File: src/design/hcbp_pkg.sv
// Shared types and constants of the Huffman code bit packer.
package hcbp_pkg;

	localparam int SYM_W    = 8;
	localparam int CODE_W   = 32;
	localparam int LEN_W    = 6;
	localparam int WORD_W   = 64;
	localparam int VBITS_W  = 7;
	localparam int S_DATA_W = 48;
	localparam int M_DATA_W = 72;
	localparam int FIFO_DEPTH = 4;
	localparam int FIFO_AW  = 2;
	localparam int FIFO_CW  = 3;

	typedef enum logic {
		FUNC_LOAD   = 1'b0,
		FUNC_ENCODE = 1'b1
	} func_t;

	typedef struct packed {
		logic [WORD_W-1:0]  packed_word;
		logic [VBITS_W-1:0] valid_bits;
		logic               end_of_stream;
	} result_t;

	typedef struct packed {
		logic [1:0] cnt;
		result_t    r0;
		result_t    r1;
	} push_t;

	typedef struct packed {
		logic encode;
		logic flush;
		logic in_range;
	} item_ctl_t;

endpackage

File: src/design/hcbp_packer.sv
// Word packer: appends one code to the word buffer, splits and flushes words.
module hcbp_packer #(
	parameter int WORD_BITS = 64
) (
	input  logic                        clk,
	input  logic                        arst_n,
	input  logic                        fire,
	input  hcbp_pkg::item_ctl_t         ctl,
	input  logic [hcbp_pkg::CODE_W-1:0] bits,
	input  logic [hcbp_pkg::LEN_W-1:0]  len,
	output hcbp_pkg::push_t             push
);

	localparam logic [6:0]  WB7   = 7'(WORD_BITS);
	localparam logic [63:0] WMASK = {64{1'b1}} >> (64 - WORD_BITS);

	logic [63:0] buf_q;
	logic [6:0]  free_q;
	logic [63:0] buf_a, buf_n, bits64, full_word, tmp;
	logic [6:0]  free_a, free_n, l7, rest, ftmp;
	logic        emit_full, emit_part, eos_full;

	assign bits64 = 64'(bits);
	assign l7     = ctl.in_range ? {1'b0, len} : 7'd0;
	assign rest   = l7 - free_q;
	assign tmp    = buf_q | (bits64 << (free_q - l7));
	assign ftmp   = free_q - l7;

	always_comb begin
		buf_a     = buf_q;
		free_a    = free_q;
		emit_full = 1'b0;
		full_word = buf_q | (bits64 >> rest);
		if (l7 == 7'd0) begin
			buf_a  = buf_q;
			free_a = free_q;
		end else if (l7 <= free_q) begin
			if (ftmp == 7'd0) begin
				emit_full = 1'b1;
				full_word = tmp;
				buf_a     = '0;
				free_a    = WB7;
			end else begin
				buf_a  = tmp;
				free_a = ftmp;
			end
		end else begin
			emit_full = 1'b1;
			buf_a     = (bits64 << (WB7 - rest)) & WMASK;
			free_a    = WB7 - rest;
		end
	end

	always_comb begin
		emit_part = ctl.flush && (free_a < WB7);
		eos_full  = ctl.flush && !emit_part;
		buf_n     = emit_part ? '0 : buf_a;
		free_n    = emit_part ? WB7 : free_a;
		push.r1.packed_word   = buf_a;
		push.r1.valid_bits    = WB7 - free_a;
		push.r1.end_of_stream = 1'b1;
		if (emit_full) begin
			push.r0.packed_word   = full_word;
			push.r0.valid_bits    = WB7;
			push.r0.end_of_stream = eos_full;
		end else begin
			push.r0 = push.r1;
		end
		push.cnt = (fire && ctl.encode) ? ({1'b0, emit_full} + {1'b0, emit_part}) : 2'd0;
	end

	always_ff @(posedge clk or negedge arst_n) begin
		if (!arst_n) begin
			buf_q  <= '0;
			free_q <= WB7;
		end else if (fire && ctl.encode) begin
			buf_q  <= buf_n;
			free_q <= free_n;
		end
	end

endmodule

File: config.mk
export PLATFORM = sky130hd
export DESIGN_NAME = hcbp_packer
export DESIGN_NICKNAME = d
export VERILOG_FILES = /design/src/design/hcbp_pkg.sv /design/src/design/hcbp_packer.sv
export SDC_FILE = /design/constraint.sdc
export NUM_CORES = 1
export LEC_CHECK = 0
export ABC_AREA = 1
export BUFFER_PORTS_ARGS = -buffer_cell sky130_fd_sc_hd__buf_2
export CAP_MARGIN = 20
export CORE_MARGIN = 5
export CORE_UTILIZATION = 30
export DETAILED_ROUTE_END_ITERATION = 8
export PLACE_DENSITY_LB_ADDON = 0.08
export SLEW_MARGIN = 20
export SYNTH_ARGS = -nofsm -noshare
export SYNTH_HDL_FRONTEND = slang
export SYNTH_SLANG_ARGS = --single-unit
File: constraint.sdc
create_clock -name clk -period 9.27 [get_ports clk]
set_input_delay 1.3905 -clock clk [delete_from_list [all_inputs] [get_ports clk]]
set_output_delay 1.3905 -clock clk [all_outputs]
set_load 0.005 [all_outputs]
== Yosys cells after proc, flatten, opt, wreduce, memory -nomap -nowiden ==
Index checks and enable logic that the tools add are counted.

* Flip-flop bits (word level): 71
* Latch bits: 0
* Memory bits (writable): 0
* Bits in read-only memories: 0
* Output and inout port bits: 146
* Logic and storage cells: 37
* Memories: 0

* $add $sub $neg: 5
* $mul: 0
* Div/mod/pow operators: 0
* $lt $le $gt $ge: 2
* Equal/unequal tests: 0
* Shift operators: 3
* Mux-type cells: 17
* Bitwise operators: 2
* Reductions and logical operators: 6

{| class="wikitable"
|+ Operators by type and width
! cell !! count
|-
| $mux W64 || 7
|-
| $or A64 B64 Y64 || 2
|-
| $shl A32 B7 Y64 || 2
|-
| $mux W72 || 1
|-
| $shr A32 B7 Y64 || 1
|-
| $mux W7 || 4
|-
| $logic_not A7 Y1 || 2
|-
| $sub A7 B7 Y7 const A || 2
|-
| $le A6 B7 Y1 || 1
|-
| $lt A7 B7 Y1 const B || 1
|-
| $sub A6 B7 Y7 || 1
|-
| $sub A7 B6 Y7 || 1
|-
| $mux W6 || 1
|-
| $logic_and A1 B1 Y1 || 3
|-
| $mux W1 || 3
|-
| $add A1 B1 Y2 || 1
|-
| $mux W2 || 1
|-
| $logic_not A1 Y1 || 1
|}

== Depth between registers and ports, before layout ==
Gate-level depths: netlist of run 1.

* Depth after elaboration: 11
* Depth in mapped cells: 26
* Gate-level depth less buffers: 25

== Least setup slack after synthesis of run 1 ==
Ideal clock, no wire load.

* Path type: input to output
* Start point: input ctl[0] (netlist bit)
* End point: output push[144] (netlist bit)
* Data arrival time: 4.688 ns
* Setup slack: 3.192 ns
* Stages: 22
* Path buffers: 3
* Cells stage by stage: nand2_1 > ha_1 > inv_1 > fa_1 > inv_1 > clkbuf_1 > ha_1 > inv_1 > clkbuf_1 > nand3_1 > nand3_1 > and2_1 > ha_1 > nand3_1 > nand3_1 > nand2_2 > nand2_4 > buf_4 > inv_1 > ha_1 > inv_1 > nor2_1

{| class="wikitable"
|+ RTL lines
! element !! RTL line !! source
|-
| start: declaration || hcbp_packer.sv:8 || <nowiki>input hcbp_pkg::item_ctl_t ctl,</nowiki>
|-
| end: declaration || hcbp_packer.sv:11 || <nowiki>output hcbp_pkg::push_t push</nowiki>
|}

==> out/results.ini, run 1 <==
[detailed_routing]
drc = 0
avgRoutedWirePerCell_um = 21.0
post_drt_via_cell_ratio = 5.24
drt_pass1_iterations = 6
initialDrtViolationCount = 1871
antenna_violating_nets_post_route = 0
num_vias = 18700
drt-total-wl_mm = 75.0

[finish]
seq_area_mm2 = 0.00178
final_nets = 3019
insertedDiodeCount = 0
final_common_cell = sky130_fd_sc_hd__nand2_1
num-fill-cells = 5520
final_layout_size_suffix_gt1_share_pct = 9.86
finish.utilization_pct = 33.4
multi_input_comb_area_mm2 = 0.0104
area_growth_syn_to_layout_pct = 10.4
most-common-layout-cells = sky130_fd_sc_hd__nand2_1 (1,356), sky130_fd_sc_hd__nand3_1 (517), sky130_fd_sc_hd__inv_1 (239), sky130_fd_sc_hd__nor2_1 (227), sky130_fd_sc_hd__buf_2 (187)

[floorplanning]
number_of_cell_rows = 79
die_width_um = 226
design.portCount = 190
starting_density_of_the_core_pct = 30.2
die_area_mm2 = 0.0511
die_height_um = 226
design.core.area_mm2 = 0.0464

[logic_synthesis]
synthesis.area_per_instance_um2 = 4.83
yosys.cell_types.count = 43
mappedNetlistArea_mm2 = 0.0140
yosys_most_used_dff = sky130_fd_sc_hd__dfrtp_1
synthesis.nets = 2966
share_of_synthesized_flip_flops_with_an_asynchronous_set_or_reset_pct = 100
synth-seq-cells = 71
post_synth_edffs = 0
postSynthCellCount = 2903
yosysWarnings = 0
synth.yosys.seq_area_share_pct = 12.7

[placement]
dpl.hpwl_mm = 59.8
port_buffers = 188
dp_worst_setup_slack_ps = 2020
placer_s_final_routability_congestion_estimate = 0.988

[cts]
insertion_delay_ps = 390
cts.repair_timing.setup_buffer_count = 0
cts-buffers-inserted = 9
cts_buffer_depth = 2
count_of_cells_resized_by_post_cts_repair = 0
tritoncts = done
cts_hold_repair.buffers = 0
deepest_level_of_the_cts_h_tree = 3
clock_tree.root_cell = sky130_fd_sc_hd__clkbuf_16
numClockSinks = 71
reg_clk_slew_reported_paths_ps = 60

[critical_path]
path_cells = buf_2 -> nand2_1 -> ha_1 -> inv_1 -> fa_1 -> buf_4 -> inv_1 -> buf_4 -> nand2_1 -> nor2_1 -> inv_1 -> nand3_1 -> nand2_1 -> buf_4 -> nor2_1 -> nand2_1 -> nand3_1 -> nand3_1 -> nand3_1 -> nand2_1 -> o21ai_1 -> buf_2
setup.worst_path.end_class = output pin
crit_path_frequent_cell = sky130_fd_sc_hd__nand2_1
worstPathArrival_ps = 5920
kind_of_cell_adding_the_most_delay_to_the_critical_path = simple AND/OR/NAND/NOR gates
stages_on_the_worst_setup_path = 22
critical_path_required_ps = 7880
max_stage_delay_ps = 590
worst-path-buf-inv = 8
startpoint_type = primary input
critical-path-slowest-cell = sky130_fd_sc_hd__nand2_1
worstPathMaxFanout = 32
r2r_cells = 21
timing.setup.critical_path_class = in -> out

[sta]
fin_crit_sh_pct = 78.9
slew_viol_final = 0
min_period_ps = 7310
timing.slew.headroom_pct = 32.5
fin_worst_skew_ps = 19.3
total_of_endpoints_with_negative_setup_slack_in_the_final_report = 0
rsz0062_at_grt = false
highest_clock_frequency_the_design_can_meet_ghz = 0.137
timing.final.ws_setup_ps = 1960
hold_violations = 0
max_slew.worst_pin.slew_ps = 1010
setup_total_negative_slack_ps = 0

[run]
timing.max_cap.violations = 0

[run_status]
run_status = complete, no violations

[global_route]
first_pass_grt_wire_length_mm = 111
antenna_found_initial = 1
track_usage_pct = 28.6
grt_pass1_vias = 17100
overflow = 0
grt_start_max_net_pins = 84

[worst_hold_path]
worstHoldPathType = reg -> reg
worstHoldPathCells = 2

metrics by stage:
stage          instance area [um2]  hold WS, ps  instances
2_1_floorplan                14000          449       2903
3_3_place_gp                 15100          462       3552
3_5_place_dp                 15100          465       3552
4_1_cts                      15500          483       3568
5_1_grt                      15500          495       3568
6_report                     15500          483       3568
cell usage after synthesis (all sizes together) (2+ instances only):
library cell | number | area [um2]
nand3 | 519 | 2610
clkbuf | 76 | 289
inv | 255 | 957
xor2 | 3 | 26.3
nand4 | 16 | 100
a31oi | 5 | 31.3
xnor2 | 2 | 17.5
nor3 | 5 | 25.0
o21ai | 173 | 877
a21oi | 20 | 104
clkinv | 3 | 11.3
nand3b | 4 | 30.0
dfrtp | 70 | 1750
buf | 103 | 584
and2 | 3 | 18.8
or2 | 3 | 18.8
a211oi | 2 | 15.0
ha | 17 | 213
o22ai | 3 | 18.8
a21boi | 2 | 30.0
fa | 2 | 40.0
nand2 | 1371 | 5200
o211ai | 7 | 52.6
nor2 | 235 | 955
flip-flops by register name, summed over array words and instances, names as in the netlist:
| name | count |
|---|---|
| free_q | 7 |
| buf_q | 64 |
worst register-to-register path, stage by stage, from the launching register on:
cell,delay [ps]
sky130_fd_sc_hd__dfrtp_1,440
sky130_fd_sc_hd__ha_1,240
sky130_fd_sc_hd__inv_1,100
sky130_fd_sc_hd__fa_1,430
sky130_fd_sc_hd__buf_4,260
sky130_fd_sc_hd__inv_1,130
sky130_fd_sc_hd__buf_4,320
sky130_fd_sc_hd__nand2_1,120
sky130_fd_sc_hd__nor2_1,250
sky130_fd_sc_hd__inv_1,130
sky130_fd_sc_hd__nand2_1,90
sky130_fd_sc_hd__nand2_1,480
sky130_fd_sc_hd__nand2_1,300
sky130_fd_sc_hd__nand2_1,90
sky130_fd_sc_hd__o21ai_2,110
sky130_fd_sc_hd__nand3_1,180
sky130_fd_sc_hd__nand3_1,130
sky130_fd_sc_hd__nand2_2,70
sky130_fd_sc_hd__nand2_4,120
sky130_fd_sc_hd__buf_4,650
sky130_fd_sc_hd__nand2_1,290
sky130_fd_sc_hd__nand2_1,100
area by class of cell:
type	instances	share of cell area, %
Multi-Input combinational cell	2395	67.5
Sequential cell	71	11.5
Clock buffer	11	1.63
Inverter	258	6.26
Tap cell	607	4.91
Timing Repair Buffer	221	7.70
Clock inverter	5	0.517
routing by layer:
metal	up-vias	wire length, um	GRT usage, %
met2	689	33900	46.1
met5	-	0	0
li1	9245	-	-
met4	0	3010	9.97
met3	86	4890	4.76
met1	8682	33200	39.0
worst paths after layout:
| kind | to | from | slack (ps) |
|---|---|---|---|
| max | push[122] | ctl[0] | 1960 |
| min | buf_q[3] | buf_q[3] | 480 |
| max reg2reg | buf_q[8] | free_q[0] | 4190 |
| min reg2reg | buf_q[3] | buf_q[3] | 480 |
| max in group asynchronous | free_q[0] | arst_n | 7230 |
| min in group asynchronous | buf_q[8] | arst_n | 890 |
cells by family after synthesis:
kind of cell,count (synthesis),share of synthesized area (%)
fa+ha+maj,19,1.80
flops,71,12.7
buf+inv,437,13.1
compound gates,214,8.16
other cells,1,0.0268
xor+xnor,5,0.312
simple gates,2156,63.9
Power of run 1 is left out: the tool's default activity adds up to more than one toggle a clock period on the data nets, which glitch-free logic cannot reach.
==> inputs of run 2 (changes only) <==
==> constraint.sdc (replaced) <==
create_clock -name clk -period 7.55 [get_ports clk]
set_input_delay 1.1325 -clock clk [delete_from_list [all_inputs] [get_ports clk]]
set_output_delay 1.1325 -clock clk [all_outputs]
set_load 0.005 [all_outputs]
==> out/results.ini, run 2 (synthesis gave the netlist of run 1 again) <==
[run_status]
run_status = complete, no violations

[critical_path]
regToRegSetupSlack_ps = 2760
crit_path_start = ctl[0]
worstPathArrival_ps = 5360
max_stage_delay_ps = 520
critical-path-slowest-cell = sky130_fd_sc_hd__o21ai_0
worst-path-buf-inv = 7
r2r_cells = 19
path_cells = buf_2 -> nand2_1 -> ha_1 -> inv_1 -> fa_1 -> inv_1 -> buf_4 -> ha_1 -> inv_1 -> buf_4 -> o21ai_0 -> o21ai_0 -> nand2_1 -> nand2_1 -> nor2_1 -> o21ai_0 -> nand2_1 -> nand2_1 -> o21ai_0 -> buf_2
origin_of_the_critical_flop_to_flop_path = free_q[0]
setup.worst_path.end_class = output pin
timing.setup.critical_path_class = in -> out
startpoint_type = primary input
stages_on_the_worst_setup_path = 20
worstPathMaxFanout = 32
crit_path_frequent_cell = sky130_fd_sc_hd__nand2_1
critical_path_required_ps = 6420
kind_of_cell_adding_the_most_delay_to_the_critical_path = buffers and inverters

[cts]
reg_clk_slew_reported_paths_ps = 70
deepest_level_of_the_cts_h_tree = 3
insertion_delay_ps = 380
count_of_cells_resized_by_post_cts_repair = 0
tritoncts = done
cts.repair_timing.setup_buffer_count = 0
numClockSinks = 71
cts-buffers-inserted = 9
clock_tree.root_cell = sky130_fd_sc_hd__clkbuf_16
cts_hold_repair.buffers = 0
cts_buffer_depth = 2

[finish]
largest_registers = buf_q (64), free_q (7)
largest_register_ffs = 64
design_area_mm2 = 0.0156
final_common_cell = sky130_fd_sc_hd__nand2_1
area_growth_syn_to_layout_pct = 11.4
final_nets = 3038
insertedDiodeCount = 0
final_layout_size_suffix_gt1_share_pct = 10.4
fin_cells = 3587
most-common-layout-cells = sky130_fd_sc_hd__nand2_1 (1,356), sky130_fd_sc_hd__nand3_1 (517), sky130_fd_sc_hd__inv_1 (239), sky130_fd_sc_hd__nor2_1 (227), sky130_fd_sc_hd__buf_2 (187)
most_flops_register = buf_q

[detailed_routing]
routedLengthMet1_mm = 35.2
post_drt_via_cell_ratio = 5.29
met3WireLength_mm = 5.41
initialDrtViolationCount = 2175
num_vias = 19000
avgRoutedWirePerCell_um = 22.4
top_layer_used = met4
antenna_violating_nets_post_route = 0
drc = 0
drt-total-wl_mm = 80.2
dr_wl_met2_mm = 36.6
drt_pass1_iterations = 7

[worst_hold_path]
min_from = buf_q[2]
worstHoldPathCells = 2
worstHoldPathType = reg -> reg

[global_route]
grt_pass1_vias = 17900
first_pass_grt_wire_length_mm = 118
grt_start_max_net_pins = 84
antenna_found_initial = 1
overflow = 0
track_usage_pct = 30.8

[floorplanning]
die_area_mm2 = 0.0511
die_height_um = 226
starting_density_of_the_core_pct = 30.2
design.core.area_mm2 = 0.0464
number_of_cell_rows = 79
design.portCount = 190
die_width_um = 226

[placement]
placer_s_final_routability_congestion_estimate = 0.959
place_area_mm2 = 0.0153
port_buffers = 188
dpl.hpwl_mm = 64.9
place_inst = 3571

[sta]
rsz0062_at_grt = false
total_of_endpoints_with_negative_setup_slack_in_the_final_report = 0
fin_crit_sh_pct = 86.0
setup_total_negative_slack_ps = 0
timing.slew.headroom_pct = 37.1
slew_viol_final = 0
min_period_ps = 6490
highest_clock_frequency_the_design_can_meet_ghz = 0.154
hold_violations = 0
fin_worst_skew_ps = 5.54
max_slew.worst_pin.slew_ps = 942

[run]
timing.max_cap.violations = 0

==> run 2: metrics by stage <==
stage / setup slack (ps) / utilization (%) / hold WS (ps)
5_1_grt: 678 / 33.7 / 496
4_1_cts: 1100 / 33.7 / 484
3_5_place_dp: 1110 / 33.0 / 465
3_3_place_gp: 1130 / 33.0 / 463
6_report: 1060 / 33.7 / 480
2_1_floorplan: 1990 / - / 449
==> run 2: layout make-up <==
type                       instances  area, um2
fill                            5535      30700
timing repair buffer             240       1360
inverter                         258        968
multi-input combinational       2395      10400
clock buffer                       9        225
sequential                        71       1780
clock inverter                     7       81.3
tap                              607        759
==> run 2: worst paths after layout <==
path / end
max: push[127]
min: buf_q[2]
max reg2reg: buf_q[5]
min in group asynchronous: buf_q[1]
min reg2reg: buf_q[2]
max in group asynchronous: free_q[1]
==> run 2: tightest hold or removal path, delay by kind of cell, from the launching register on <==
family	cells	cell delay, ps
flops	1	340
simple gates	2	100
==> run 2: metal layers <==
layer  global-route usage, %  up-vias
met5                       0        -
met4                    10.2        0
met3                    4.73       91
met2                    50.3      741
met1                    41.7     8871
li1                        -     9261
Power of run 2 is left out for the same reason.
