==> src/design/hcbp_pkg.sv <==
// Shared types and constants of the Huffman code bit packer.
package hcbp_pkg;

	localparam int SYM_W    = 8;
	localparam int CODE_W   = 32;
	localparam int LEN_W    = 6;
	localparam int WORD_W   = 64;
	localparam int VBITS_W  = 7;
	localparam int S_DATA_W = 48;
	localparam int M_DATA_W = 72;
	localparam int FIFO_DEPTH = 4;
	localparam int FIFO_AW  = 2;
	localparam int FIFO_CW  = 3;

	typedef enum logic {
		FUNC_LOAD   = 1'b0,
		FUNC_ENCODE = 1'b1
	} func_t;

	typedef struct packed {
		logic [WORD_W-1:0]  packed_word;
		logic [VBITS_W-1:0] valid_bits;
		logic               end_of_stream;
	} result_t;

	typedef struct packed {
		logic [1:0] cnt;
		result_t    r0;
		result_t    r1;
	} push_t;

	typedef struct packed {
		logic encode;
		logic flush;
		logic in_range;
	} item_ctl_t;

endpackage

==> src/design/hcbp_out_fifo.sv <==
// Output queue of four words: up to two pushed per cycle, one popped per transfer.
module hcbp_out_fifo (
	input  logic                           clk,
	input  logic                           arst_n,
	input  hcbp_pkg::push_t                push,
	output logic                           room,
	output logic                           tvalid,
	input  logic                           tready,
	output logic [hcbp_pkg::M_DATA_W-1:0]  tdata,
	output logic                           tlast
);

	hcbp_pkg::result_t mem [hcbp_pkg::FIFO_DEPTH];
	logic [hcbp_pkg::FIFO_AW-1:0] wr_ptr_q, rd_ptr_q, wr_ptr_1;
	logic [hcbp_pkg::FIFO_CW-1:0] count_q;
	logic                         pop;
	hcbp_pkg::result_t            head;

	assign wr_ptr_1 = wr_ptr_q + 1'b1;
	assign tvalid   = (count_q != '0);
	assign pop      = tvalid && tready;
	assign room     = (count_q <= hcbp_pkg::FIFO_CW'(hcbp_pkg::FIFO_DEPTH - 2));
	assign head     = mem[rd_ptr_q];
	assign tdata    = {1'b0, head.valid_bits, head.packed_word};
	assign tlast    = head.end_of_stream;

	always_ff @(posedge clk) begin
		if (push.cnt != 2'd0) begin
			mem[wr_ptr_q] <= push.r0;
		end
		if (push.cnt == 2'd2) begin
			mem[wr_ptr_1] <= push.r1;
		end
	end

	always_ff @(posedge clk or negedge arst_n) begin
		if (!arst_n) begin
			wr_ptr_q <= '0;
			rd_ptr_q <= '0;
			count_q  <= '0;
		end else begin
			wr_ptr_q <= wr_ptr_q + hcbp_pkg::FIFO_AW'(push.cnt);
			rd_ptr_q <= rd_ptr_q + hcbp_pkg::FIFO_AW'(pop);
			count_q  <= count_q + hcbp_pkg::FIFO_CW'(push.cnt) - hcbp_pkg::FIFO_CW'(pop);
		end
	end

endmodule

==> config.mk <==
export PLATFORM = sky130hd
export DESIGN_NAME = hcbp_out_fifo
export DESIGN_NICKNAME = d
export VERILOG_FILES = /design/src/design/hcbp_pkg.sv /design/src/design/hcbp_out_fifo.sv
export SDC_FILE = /design/constraint.sdc
export NUM_CORES = 1
export LEC_CHECK = 0
export CORE_MARGIN = 1.5
export CORE_UTILIZATION = 40
export DETAILED_ROUTE_END_ITERATION = 10
export DONT_BUFFER_PORTS = 1
export HOLD_SLACK_MARGIN = 0.03
export MAX_ROUTING_LAYER = met4
export PLACE_DENSITY = 0.61
export SYNTH_ARGS = -nofsm -noshare
export SYNTH_HDL_FRONTEND = slang
export SYNTH_SLANG_ARGS = --single-unit
==> constraint.sdc <==
create_clock -name clk -period 6.1 [get_ports clk]
set_clock_uncertainty 0.15 [all_clocks]
set_input_delay 0.61 -clock clk [delete_from_list [all_inputs] [get_ports clk]]
set_output_delay 0.61 -clock clk [all_outputs]
set_load 0.02 [all_outputs]
Word level (Yosys, flattened, before mapping)
Memory sizes are Yosys's and may differ from the RTL's.
Index checks and enable logic that the tools add are counted.
{ "totals": {"ramBits": 288, "in_bits": 149, "latchBits": 0, "mem_count": 1, "mem_bits_ro": 0, "register_bits": 7} }
{ "classes": {"muxes": 4, "reduce_logical": 3, "div": 0, "eq_ne": 1, "shift": 0, "addsub": 5, "bitwise_logic": 0, "magnitude_cmp": 1, "mul": 0} }
{ "memory_table": {"columns": ["name", "depth", "width", "rd", "rd_ports_with_merged_regs", "wr", "line_no", "source"], "rows": [
  ["mem", 4, 72, 1, 0, 2, "hcbp_out_fifo.sv:13", "hcbp_pkg::result_t mem [hcbp_pkg::FIFO_DEPTH];"]
]} }
{ "ops": {"columns": ["op", "n"], "rows": [
  ["1-bit 2-to-1 mux", 4],
  ["3-bit by 2-bit adder with 3-bit output", 1],
  ["3-bit by 2-bit less-or-equal comparator with 1-bit output, second input constant", 1],
  ["3-bit nonzero test", 1],
  ["3-bit by 1-bit subtractor with 3-bit output", 1],
  ["2-bit by 1-bit adder with 2-bit output", 1],
  ["2-bit by 1-bit adder with 2-bit output, second input constant", 1],
  ["2-bit adder", 1],
  ["2-bit == test, second input constant", 1],
  ["2-bit nonzero test", 1],
  ["1-bit logical AND", 1]
]} }

Logic depth before layout (Yosys ltp)
Gate-level depths: netlist of the first run.
{ "logic_depth": {"ltp_word": 3, "ltp_mapped": 7, "depth_no_buf": 7} }

Worst setup path before layout of the first run
OpenSTA, ideal clock, no wires.
{ "synth_timing": {"path_kind": "input to register", "from": "input push[145] (netlist bit)", "to": "memory mem[0][0] (netlist bit) (enable)", "stages": 3, "slack_ns": -0.560, "path_buffers": 1, "setup_time_ns": 0.601, "required_ns": 5.349, "t_arrival_ns": 5.909, "path_cell_list": "clkbuf_2 -> o21bai_1 -> o21ai_0"} }
{ "synth_rtl": {"columns": ["item", "line_no", "source"], "rows": [
  ["from (decl)", "hcbp_out_fifo.sv:5", "input hcbp_pkg::push_t push,"],
  ["to (decl)", "hcbp_out_fifo.sv:13", null]
]} }

==> qor.csv, run 1 <==
stage;metric;value;unit
sta;Max Slew Vio Count;0;
clock_tree;CTS clk-pin slew, worst paths;0.05;ns
detailed_routing;Initial DRC Count;321;
clock_tree;CTS Buf Count;35;
sta;Fin. Hold Viols;0;
sta;Slew @ Worst Pin;1.102;ns
logic_synthesis;ys flop type;edfxtp_1;
placed_design;Placer Congestion;0.7393;
detailed_routing;vias;7130;
clock_tree;post-cts resize count;0;
logic_synthesis;synth warn;0;
logic_synthesis;most common library cells after synthesis;edfxtp_1, mux2_2, mux2_4;
grt;vias in the first global route;8075;
logic_synthesis;Gate Count Post-Synth;739;
logic_synthesis;largest family of logic cells by synthesized area;multiplexers;
grt;total global-route track usage;0.1811;
cells_and_area;multi-input logic area;0.005687;sq mm
critical_path;worst setup path category;flop to flop;
min_path;hold crit path type;primary input to flop;
critical_path;CP max stage cell;and4bb_4;
die;Die X;195.8;microns
logic_synthesis;Seq cells post-synth;295;
logic_synthesis;Yosys cell types;28;
logic_synthesis;Post-synth EDFFs;288;
logic_synthesis;Synth Cell Area;0.01487;sq mm
die;total core area;0.03661;sq mm
detailed_routing;drt drc;0;
cells_and_area;diodes inserted;0;
detailed_routing;final antenna-violating net count;0;
clock_tree;Clock Tree Buf Depth;3;
logic_synthesis;Yosys top cell area share;0.5817;
cells_and_area;Synth-to-Final Area Change;10.30;%
grt;initial antenna violation count;0;
grt;first-pass GRT wire length;50.04;mm
logic_synthesis;top-count cell post-synth;edfxtp_1;
placed_design;Placement Cell Area;0.01525;sq mm
logic_synthesis;synthesized-area fraction occupied by and/or/nand/nor cells;0.004461;
clock_tree;Worst-Skew Late Latency;0.49;ns
cells_and_area;fin area;0.01640;sq mm
flow_run;max-cap violations;0;
cells_and_area;share of cells above drive strength 1;0.5554;
critical_path;Worst Path Arrival;3.53;ns
placed_design;# port buffers;0;
power;static leakage;5.561;nW
die;Core Rows;70;
power;total power;7.970;mW
logic_synthesis;xor/xnor share of the synthesized area;0.003535;
sta;Finish-stage setup viols;0;
critical_path;CP required;6.08;ns
logic_synthesis;Adder-Cell Fraction of Synth Area;0.003871;
clock_tree;CTS tree;yes;
cells_and_area;nets;896;
detailed_routing;drt total wl;33.46;mm
critical_path;Crit path largest cell delay;1.08;ns
sta;fmax;0.2818;GHz
sta;min Tclk post-route;3.549;ns
grt;largest net degree at the start of global routing;56;
logic_synthesis;synthesized area per cell;20.12;sq um
sta;Setup TNS;0;ns
logic_synthesis;mux share of post-synthesis cell area;0.3637;
power;PD cells;486.0;mW/mm^2
critical_path;CP Capture Type;flop;
sta;relative slew slack;0.2632;
detailed_routing;vias per cell;5.773;
die;Die Y;195.8;microns
die;Ports;224;
clock_tree;Max H-tree Level;2;
critical_path;crit-path cells;and4bb_4, o21bai_4, buf_4;
detailed_routing;per-cell routed wire length;27.09;microns
power;maximum VDD drop;519.5;uV
logic_synthesis;Synth Area in Compound Gates;0.003114;
die;die area;0.03833;sq mm
cells_and_area;fillers;3093;
grt;grt total ovfl;0;
detailed_routing;Pre-antenna DRT Iters;4;
logic_synthesis;Area contributors post-synth;edfxtp_1, mux2_4, mux4_2, mux2_2, buf_6;
critical_path;Setup crit start kind;flop;
sta;Tcrit/Tclk final;0.5818;
placed_design;Final HPWL DP;20.46;mm
logic_synthesis;Yosys top cell by area;edfxtp_1;
die;Starting Density;0.4061;
sta;RSZ-0062 raised after global routing;no;
logic_synthesis;ys async rst share;0.02373;
critical_path;Crit Path Max Fanout;43;
clock_tree;Sink Count;295;
run_status;run status;finished, final reports clean;
logic_synthesis;register area share after synthesis;0.5935;
logic_synthesis;net count after synthesis;892;
clock_tree;root buf cell;clkbuf_16;
cells_and_area;Reg area;0.008831;sq mm
-- routing by layer --
layer / global-route usage / wire length (microns)
met5: - / 0
met4: 0.05271 / 737
met3: 0.05553 / 2305
met2: 0.3151 / 17430
met1: 0.2003 / 12980
-- where the power goes --
part           leakage (nW)  internal, mW  total [mW]  switching [mW]
sequential             2.78          3.03        3.24           0.209
combinational          2.23          1.02        2.68            1.66
clock                 0.553          1.27        2.05           0.786
-- sequential cells by signal, summed over array words and instances, names as in the netlist --
name and count:
rd_ptr_q 2, count_q 3, mem 288, wr_ptr_q 2
-- final cells by class --
| type | count | area share |
|---|---|---|
| inverter | 5 | 0.001145 |
| clock buffer | 41 | 0.05738 |
| tap | 468 | 0.03571 |
| timing repair buffer | 18 | 0.008393 |
| multi-input combinational | 388 | 0.3468 |
| sequential | 295 | 0.5385 |
| clock inverter | 20 | 0.01206 |
-- worst paths after layout --
path / from / slack (ns) / depth (start not counted) / endpoint
worst max register to register: wr_ptr_q[1]$_DFF_PN0_ / 2.55 / 3 / mem[2][42]$_DFFE_PP_
worst max-delay path: wr_ptr_q[1]$_DFF_PN0_ / 2.55 / 3 / mem[2][42]$_DFFE_PP_
worst min register to register: count_q[2]$_DFF_PN0_ / 0.42 / 1 / count_q[2]$_DFF_PN0_
worst min-delay path: push[144] / 0.10 / 1 / count_q[0]$_DFF_PN0_
max in group asynchronous: arst_n / 5.21 / 1 / rd_ptr_q[1]$_DFF_PN0_
min in group asynchronous: arst_n / 0.30 / 1 / rd_ptr_q[0]$_DFF_PN0_
-- cell families after synthesis --
family,Yosys count
other,1
AOI/OAI and AO/OA,7
and+or+nand+nor,8
muxes,362
xor gates and xnor gates,6
adders and majority gates,4
buffers and inverters,56
DFF,295
-- timing repair --
action,4_1_cts,5_1_grt
hold buffers,1,0
buffers inserted,0,0
endpoints found under the hold margin,7,0
-- cells in the final DEF, fill, tap and decap left out, types with 2 or more instances in the layout --
master and instances:
inv_1 5, edfxtp_1 288, clkinv_1 10, ha_1 3, mux2_2 142, clkinv_2 3, xnor2_1 5, clkbuf_1 4
dfrtp_4 2, mux4_2 72, buf_4 17, mux2_4 139, mux2i_1 2, dfrtp_1 5, nor2_4 2, clkbuf_16 37
mux2_1 7, bufinv_16 4, and4bb_4 2, clkinv_4 2
-- stage by stage --
step | worst slack [ns] | hold WS [ns] | std cells | utilization
final | 2.551 | 0.1022 | 1235 | 0.4479
after detailed placement | 2.440 | 0.1646 | 1173 | 0.4165
after global placement | 2.470 | 0.1646 | 1173 | 0.4165
after floorplan | 1.237 | 0.1644 | 739 | -
after global routing | 2.374 | 0.08724 | 1235 | 0.4479
after CTS | 2.470 | 0.08060 | 1235 | 0.4479
-- worst max-delay path, delay by kind of cell (launching register included) --
family	cells	cell delay, ns
compound gates	1	0.62
buf+inv	1	0.75
flops	1	0.53
simple gates	1	1.08
(Power assumes the default switching activity.)
==> inputs of run 2 (changes only) <==
clock period = 3.2 ns   (was 6.1 ns; I/O delays follow)
==> run 2 against run 1 <==
  * Utilization up 6.4 points
  * Power increased by 98%
  * Wire length rose by 9.7%
  * Cell count rose by 18%
  * Clock-buffer cell count up 4
  * First-iteration DRC count grew 22%
  * Hold slack worse by 0.055 ns
  * Die area unchanged
  * Clock power is 95% higher
  * Via count grew 12%
  * Global-route usage up 2.0 points
  * Largest cell class unchanged
==> qor.csv, run 2 (synthesized netlist as in run 1, its figures left out) <==
stage;metric;value;unit;change
detailed_routing;metal2 WL;18.72;mm;was 17.43 mm
sta;Setup TNS;0;ns;unchanged
critical_path;Setup crit start kind;flop;;unchanged
power;Clock power frac;0.252;;was 0.258
power;PD cells;843.3;mW/mm^2;was 486.0 mW/mm^2
power;Logic pwr share;0.352;;was 0.336
cells_and_area;commonest non-fill, non-tap cell in the layout;edfxtp_1;;unchanged
die;Ports;224;;unchanged
power;maximum VDD drop;590.1;uV;was 519.5 uV
cells_and_area;share of cells above drive strength 1;0.4326;;was 0.5554
power;Switching Fraction;0.3317;;was 0.3328
grt;total global-route track usage;0.2011;;was 0.1811
sta;Finish-stage setup viols;0;;unchanged
sta;min Tclk post-route;2.908;ns;was 3.549 ns
grt;largest net degree at the start of global routing;73;;was 56
sta;Max Slew Vio Count;0;;unchanged
clock_tree;post-cts resize count;0;;unchanged
power;Pint;10.56;mW;was 5.317 mW
critical_path;Buf+Inv Stages, Crit Path;2;;was 1
grt;first-pass GRT wire length;56.25;mm;was 50.04 mm
sta;relative slew slack;0.4068;;was 0.2632
critical_path;Crit path largest cell delay;0.63;ns;was 1.08 ns
clock_tree;CTS tree;yes;;unchanged
critical_path;worst setup path category;flop to flop;;unchanged
sta;Fin. Hold Viols;0;;unchanged
cells_and_area;biggest regs;mem: 288 flops, count_q: 3 flops;;unchanged
critical_path;CP max stage cell;buf_4;;was and4bb_4
cells_and_area;Biggest register;mem;;unchanged
clock_tree;root buf cell;clkbuf_16;;unchanged
critical_path;CP Capture Type;flop;;unchanged
critical_path;Crit path depth;4;;was 3
detailed_routing;drt drc;0;;unchanged
die;die area;0.03833;sq mm;unchanged
clock_tree;Sink Count;295;;unchanged
detailed_routing;Top Metal Used;met4;;unchanged
cells_and_area;fin util;0.5119;;was 0.4479
critical_path;reg-to-reg endpoint;mem[2][62]$_DFFE_PP_;;was mem[2][42]$_DFFE_PP_
critical_path;critical path capture point;mem[2][62]$_DFFE_PP_;;was mem[2][42]$_DFFE_PP_
cells_and_area;Finished Layout Cells;1456;;was 1235
cells_and_area;Synth-to-Final Area Change;26.06;%;was 10.30%
run_status;run status;finished, final reports clean;;unchanged
detailed_routing;vias;8013;;was 7130
grt;vias in the first global route;9237;;was 8075
critical_path;reg2reg start;wr_ptr_q[1]$_DFF_PN0_;;unchanged
clock_tree;Clock Tree Buf Depth;3;;unchanged
clock_tree;CTS Buf Count;34;;was 35
cells_and_area;nets;1117;;was 896
placed_design;Placement Cell Area;0.01538;sq mm;was 0.01525 sq mm
cells_and_area;multi-input logic area;0.005687;sq mm;unchanged
placed_design;Placer Congestion;0.7436;;was 0.7393
detailed_routing;WL met3;1.951;mm;was 2.305 mm
flow_run;max-cap violations;0;;unchanged
sta;Slew @ Worst Pin;0.8898;ns;was 1.102 ns
die;total core area;0.03661;sq mm;unchanged
detailed_routing;vias per cell;5.503;;was 5.773
placed_design;# port buffers;0;;unchanged
clock_tree;Worst-Skew Late Latency;0.51;ns;was 0.49 ns
critical_path;Crit Path Max Fanout;34;;was 43
sta;fmax;0.3439;GHz;was 0.2818 GHz
die;Starting Density;0.4061;;unchanged
die;Die Y;195.8;microns;unchanged
min_path;hold crit path type;primary input to flop;;unchanged
grt;grt total ovfl;0;;unchanged
clock_tree;CTS clk-pin slew, worst paths;0.06;ns;was 0.05 ns
critical_path;cells on worst reg2reg path;4;;was 3
power;total power;15.80;mW;was 7.970 mW
detailed_routing;final antenna-violating net count;0;;unchanged
sta;Setup WS post-layout;0.2923;ns;was 2.551 ns
die;Die X;195.8;microns;unchanged
detailed_routing;drt total wl;36.71;mm;was 33.46 mm
detailed_routing;Pre-antenna DRT Iters;4;;unchanged
critical_path;Reg2Reg Setup Slack;0.29;ns;was 2.55 ns
critical_path;CP delay by family, top;buffers and inverters;;was simple AND/OR/NAND/NOR gates
critical_path;CP required;3.31;ns;was 6.08 ns
cells_and_area;max FFs per register;288;;unchanged
cells_and_area;commonest non-fill, non-tap cells in the layout;edfxtp_1, dlygate4sd3_1, mux2_2, mux2_4, mux4_2;;was edfxtp_1, mux2_2, mux2_4, mux4_2, clkbuf_16
sta;WHS;0.04750;ns;was 0.1022 ns
critical_path;crit path from;wr_ptr_q[1]$_DFF_PN0_;;unchanged
cells_and_area;fin area;0.01874;sq mm;was 0.01640 sq mm
power;Sequential Power Share;0.396;;was 0.406
detailed_routing;wl on met1;15.10;mm;was 12.98 mm
detailed_routing;per-cell routed wire length;25.21;microns;was 27.09 microns
sta;Tcrit/Tclk final;0.9086;;was 0.5818
critical_path;Worst Path Arrival;3.01;ns;was 3.53 ns
placed_design;Final HPWL DP;19.75;mm;was 20.46 mm
cells_and_area;Reg area;0.008831;sq mm;unchanged
power;static leakage;6.533;nW;was 5.561 nW
clock_tree;Max H-tree Level;2;;unchanged
placed_design;dpl ws;0.7509;ns;was 2.440 ns
detailed_routing;Initial DRC Count;392;;was 321
die;Core Rows;70;;unchanged
grt;initial antenna violation count;1;;was 0
power;net switching power;5.242;mW;was 2.653 mW
critical_path;crit-path cells;and4bb_4, buf_4, mux2_4, dlygate4sd3_1;;was and4bb_4, o21bai_4, buf_4
cells_and_area;fillers;2872;;was 3093
sta;RSZ-0062 raised after global routing;no;;unchanged
placed_design;DP Cell Count;1175;;was 1173
-- run 2: cell types whose count changed in the layout (fill, tap and decap cells not counted), sizes merged --
| cell | change |
|---|---|
| buf | +2 |
| dlygate4sd3 | +220 |
| clkinv | -6 |
| clkinvlp | -1 |
| bufinv | +1 |
| clkbuf | +4 |
| diode | +1 |
-- run 2: power by group through the flow --
| stage | Sequential (mW) | Combinational (mW) | Clock (mW) |
|---|---|---|---|
| floorplan | 6.10 | 4.18 | 0 |
| global placement | 6.27 | 5.21 | 0 |
| detailed placement | 6.35 | 5.26 | 0 |
| CTS | 6.27 | 5.65 | 4.09 |
| global route | 6.38 | 5.87 | 4.22 |
| finish | 6.26 | 5.56 | 3.99 |
-- run 2: worst min-delay path by stage --
stage,cells after the start,from,end
2_1_floorplan,0,arst_n,count_q[0]$_DFF_PN0_
3_3_place_gp,0,arst_n,count_q[0]$_DFF_PN0_
3_5_place_dp,0,arst_n,count_q[0]$_DFF_PN0_
4_1_cts,3,tready,count_q[0]$_DFF_PN0_
5_1_grt,4,push[145],count_q[1]$_DFF_PN0_
6_report,3,tready,count_q[0]$_DFF_PN0_
-- run 2: final cells by class --
type	instances	area share
Sequential cell	295	0.4712
Multi-Input combinational cell	388	0.3034
Timing Repair Buffer	240	0.1317
Clock buffer	45	0.05101
Tap cell	468	0.03125
Clock inverter	14	0.01028
Inverter	5	0.001001
Antenna cell	1	0.0001335
-- run 2: worst reg2reg max path, cell delays in order, from the launching register on --
cell and delay (ns):
dfrtp_1 0.53, and4bb_4 0.42, buf_4 0.63, mux2_4 0.36, dlygate4sd3_1 0.57
-- run 2: layer usage --
| metal | vias up | track usage |
|---|---|---|
| met5 | - | - |
| met4 | 0 | 0.06581 |
| met3 | 54 | 0.03627 |
| met1 | 4228 | 0.2460 |
| met2 | 235 | 0.3388 |
| li1 | 3496 | - |
-- run 2: what timing repair did --
action                                 4_1_cts  5_1_grt
setup buffers                                0        0
hold buffers                               221        0
endpoints found under the hold margin      300        0
==> inputs of run 3 (changes only) <==
HOLD_SLACK_MARGIN = 0.05   (was 0.03)
RECOVER_POWER = 25   (was default)
==> run 3 against run 2 <==
  * First-iteration DRC count down 5.6%
  * Sequential cell count stayed put
  * Cell area is 0.95% lower
==> qor.csv, run 3 (synthesized netlist as in run 1, its figures left out) <==
stage;metric;value;unit;change
power;PD cells;846.3;mW/mm^2;was 843.3 mW/mm^2
cells_and_area;Biggest register;mem;;unchanged
clock_tree;CTS clk-pin slew, worst paths;0.06;ns;about the same
sta;Slew @ Worst Pin;1.404;ns;was 0.8898 ns
cells_and_area;nets;1117;;unchanged
power;maximum VDD drop;574.4;uV;was 590.1 uV
critical_path;reg-to-reg endpoint;mem[2][62]$_DFFE_PP_;;unchanged
die;Ports;224;;unchanged
clock_tree;CTS Buf Count;34;;unchanged
die;die area;0.03833;sq mm;unchanged
critical_path;Crit Path Max Fanout;34;;unchanged
detailed_routing;WL met3;1.883;mm;was 1.951 mm
critical_path;CP Capture Type;flop;;unchanged
power;static leakage;6.411;nW;was 6.533 nW
critical_path;crit path from;wr_ptr_q[1]$_DFF_PN0_;;unchanged
run_status;run status;finished, final reports clean;;unchanged
clock_tree;Max H-tree Level;2;;unchanged
grt;grt total ovfl;0;;unchanged
sta;Fin. Hold Viols;0;;unchanged
sta;Tcrit/Tclk final;0.9080;;was 0.9086
cells_and_area;commonest non-fill, non-tap cells in the layout;edfxtp_1, dlygate4sd3_1, mux2_2, mux2_4, mux4_2;;unchanged
critical_path;worst setup path category;flop to flop;;unchanged
detailed_routing;per-cell routed wire length;25.15;microns;was 25.21 microns
detailed_routing;final antenna-violating net count;0;;unchanged
die;Die Y;195.8;microns;unchanged
clock_tree;CTS tree;yes;;unchanged
sta;min Tclk post-route;2.906;ns;was 2.908 ns
critical_path;Worst Path Arrival;3.01;ns;about the same
detailed_routing;Top Metal Used;met4;;unchanged
sta;Max Slew Vio Count;0;;unchanged
grt;largest net degree at the start of global routing;73;;unchanged
detailed_routing;wl on met1;15.10;mm;about the same
critical_path;crit-path cells;and4bb_1, buf_4, mux2_4, dlygate4sd3_1;;was and4bb_4, buf_4, mux2_4, dlygate4sd3_1
clock_tree;post-cts resize count;0;;unchanged
critical_path;Crit path largest cell delay;0.65;ns;was 0.63 ns
min_path;hold crit path type;primary input to flop;;unchanged
critical_path;reg2reg start;wr_ptr_q[1]$_DFF_PN0_;;unchanged
die;total core area;0.03661;sq mm;unchanged
placed_design;# port buffers;0;;unchanged
grt;initial antenna violation count;1;;unchanged
sta;fmax;0.3442;GHz;was 0.3439 GHz
grt;first-pass GRT wire length;56.23;mm;was 56.25 mm
placed_design;Placement Cell Area;0.01538;sq mm;unchanged
cells_and_area;fin area;0.01856;sq mm;was 0.01874 sq mm
cells_and_area;Finished Layout Cells;1456;;unchanged
clock_tree;Clock Tree Buf Depth;3;;unchanged
cells_and_area;share of cells above drive strength 1;0.3891;;was 0.4326
flow_run;max-cap violations;0;;unchanged
detailed_routing;Pre-antenna DRT Iters;4;;unchanged
clock_tree;Worst-Skew Late Latency;0.51;ns;about the same
detailed_routing;drt drc;0;;unchanged
critical_path;CP max stage cell;buf_4;;unchanged
critical_path;cells on worst reg2reg path;4;;unchanged
min_path;Worst Min Path Start;push[145];;was tready
cells_and_area;biggest regs;mem: 288 flops, count_q: 3 flops;;unchanged
clock_tree;Sink Count;295;;unchanged
detailed_routing;drt total wl;36.62;mm;was 36.71 mm
die;Starting Density;0.4061;;unchanged
clock_tree;root buf cell;clkbuf_16;;unchanged
die;Core Rows;70;;unchanged
sta;RSZ-0062 raised after global routing;no;;unchanged
sta;Finish-stage setup viols;0;;unchanged
critical_path;Reg2Reg Setup Slack;0.29;ns;about the same
min_path;hold path cells;4;;was 3
grt;total global-route track usage;0.2010;;was 0.2011
clock_tree;post-CTS setup buffers;0;;unchanged
detailed_routing;metal2 WL;18.69;mm;was 18.72 mm
placed_design;Final HPWL DP;19.75;mm;unchanged
detailed_routing;vias;7993;;was 8013
critical_path;CP required;3.30;ns;was 3.31 ns
die;Die X;195.8;microns;unchanged
sta;Setup TNS;0;ns;unchanged
placed_design;Placer Congestion;0.7436;;unchanged
detailed_routing;vias per cell;5.490;;was 5.503
placed_design;DP Cell Count;1175;;unchanged
cells_and_area;Synth-to-Final Area Change;24.85;%;was 26.06%
critical_path;Setup crit start kind;flop;;unchanged
detailed_routing;Initial DRC Count;370;;was 392
sta;relative slew slack;0.06408;;was 0.4068
power;total power;15.71;mW;was 15.80 mW
cells_and_area;commonest non-fill, non-tap cell in the layout;edfxtp_1;;unchanged
grt;vias in the first global route;9229;;was 9237
min_path;hold endpoint;count_q[1]$_DFF_PN0_;;was count_q[0]$_DFF_PN0_
cells_and_area;max FFs per register;288;;unchanged
==> run 3: final cells by class <==
type	instances	area, sq um
clock buffers	45	955.9
clock inverters	14	192.7
flip-flops and latches	295	8831
diodes	1	2.502
repair buffers	240	2457
inverters	5	18.77
multi-input cells	388	5518
well taps	468	585.6
fillers	2917	18050
==> run 3: what timing repair did <==
item,4_1_cts,5_1_grt
hold buffers,221,0
endpoints found under the setup margin,0,0
hold endpoints to repair,300,0
==> run 3: worst max-delay path by stage <==
stage | endpoint | slack, ns | cells after the start
after floorplan | mem[1][0]$_DFFE_PP_ | -1.03 | 3
after global placement | mem[2][33]$_DFFE_PP_ | 0.78 | 3
after detailed placement | mem[2][25]$_DFFE_PP_ | 0.75 | 3
after CTS | mem[2][15]$_DFFE_PP_ | 0.32 | 4
after global routing | mem[2][16]$_DFFE_PP_ | 0.21 | 4
final | mem[2][62]$_DFFE_PP_ | 0.29 | 4
==> run 3: per-stage QoR <==
step / setup WS (ns) / hold slack [ns] / util
3_3_place_gp: 0.7818 / -0.1253 / 0.4200
3_5_place_dp: 0.7509 / -0.1254 / 0.4200
5_1_grt: 0.2108 / 0.08111 / 0.5070
4_1_cts: 0.3161 / 0.05310 / 0.5118
6_report: 0.2944 / 0.07506 / 0.5070
2_1_floorplan: -1.033 / -0.1256 / -
==> run 3: where the power goes <==
group	internal (mW)	switching [mW]	total, mW	leakage [nW]
clock network	2.50	1.49	3.99	0.560
registers	5.78	0.485	6.26	2.78
logic	2.22	3.24	5.46	3.07
==> run 3: worst max-delay path: cells and delay by family (launching register included) <==
kind	cells	cell delay (ns)
buf+inv	2	1.22
mux	1	0.35
flops	1	0.50
simple gates	1	0.43
==> run 3: layer usage <==
metal	global-route usage	vias to the layer above
met1	0.2459	4228
met5	-	-
met4	0.06581	0
li1	-	3503
met3	0.03627	55
met2	0.3386	207
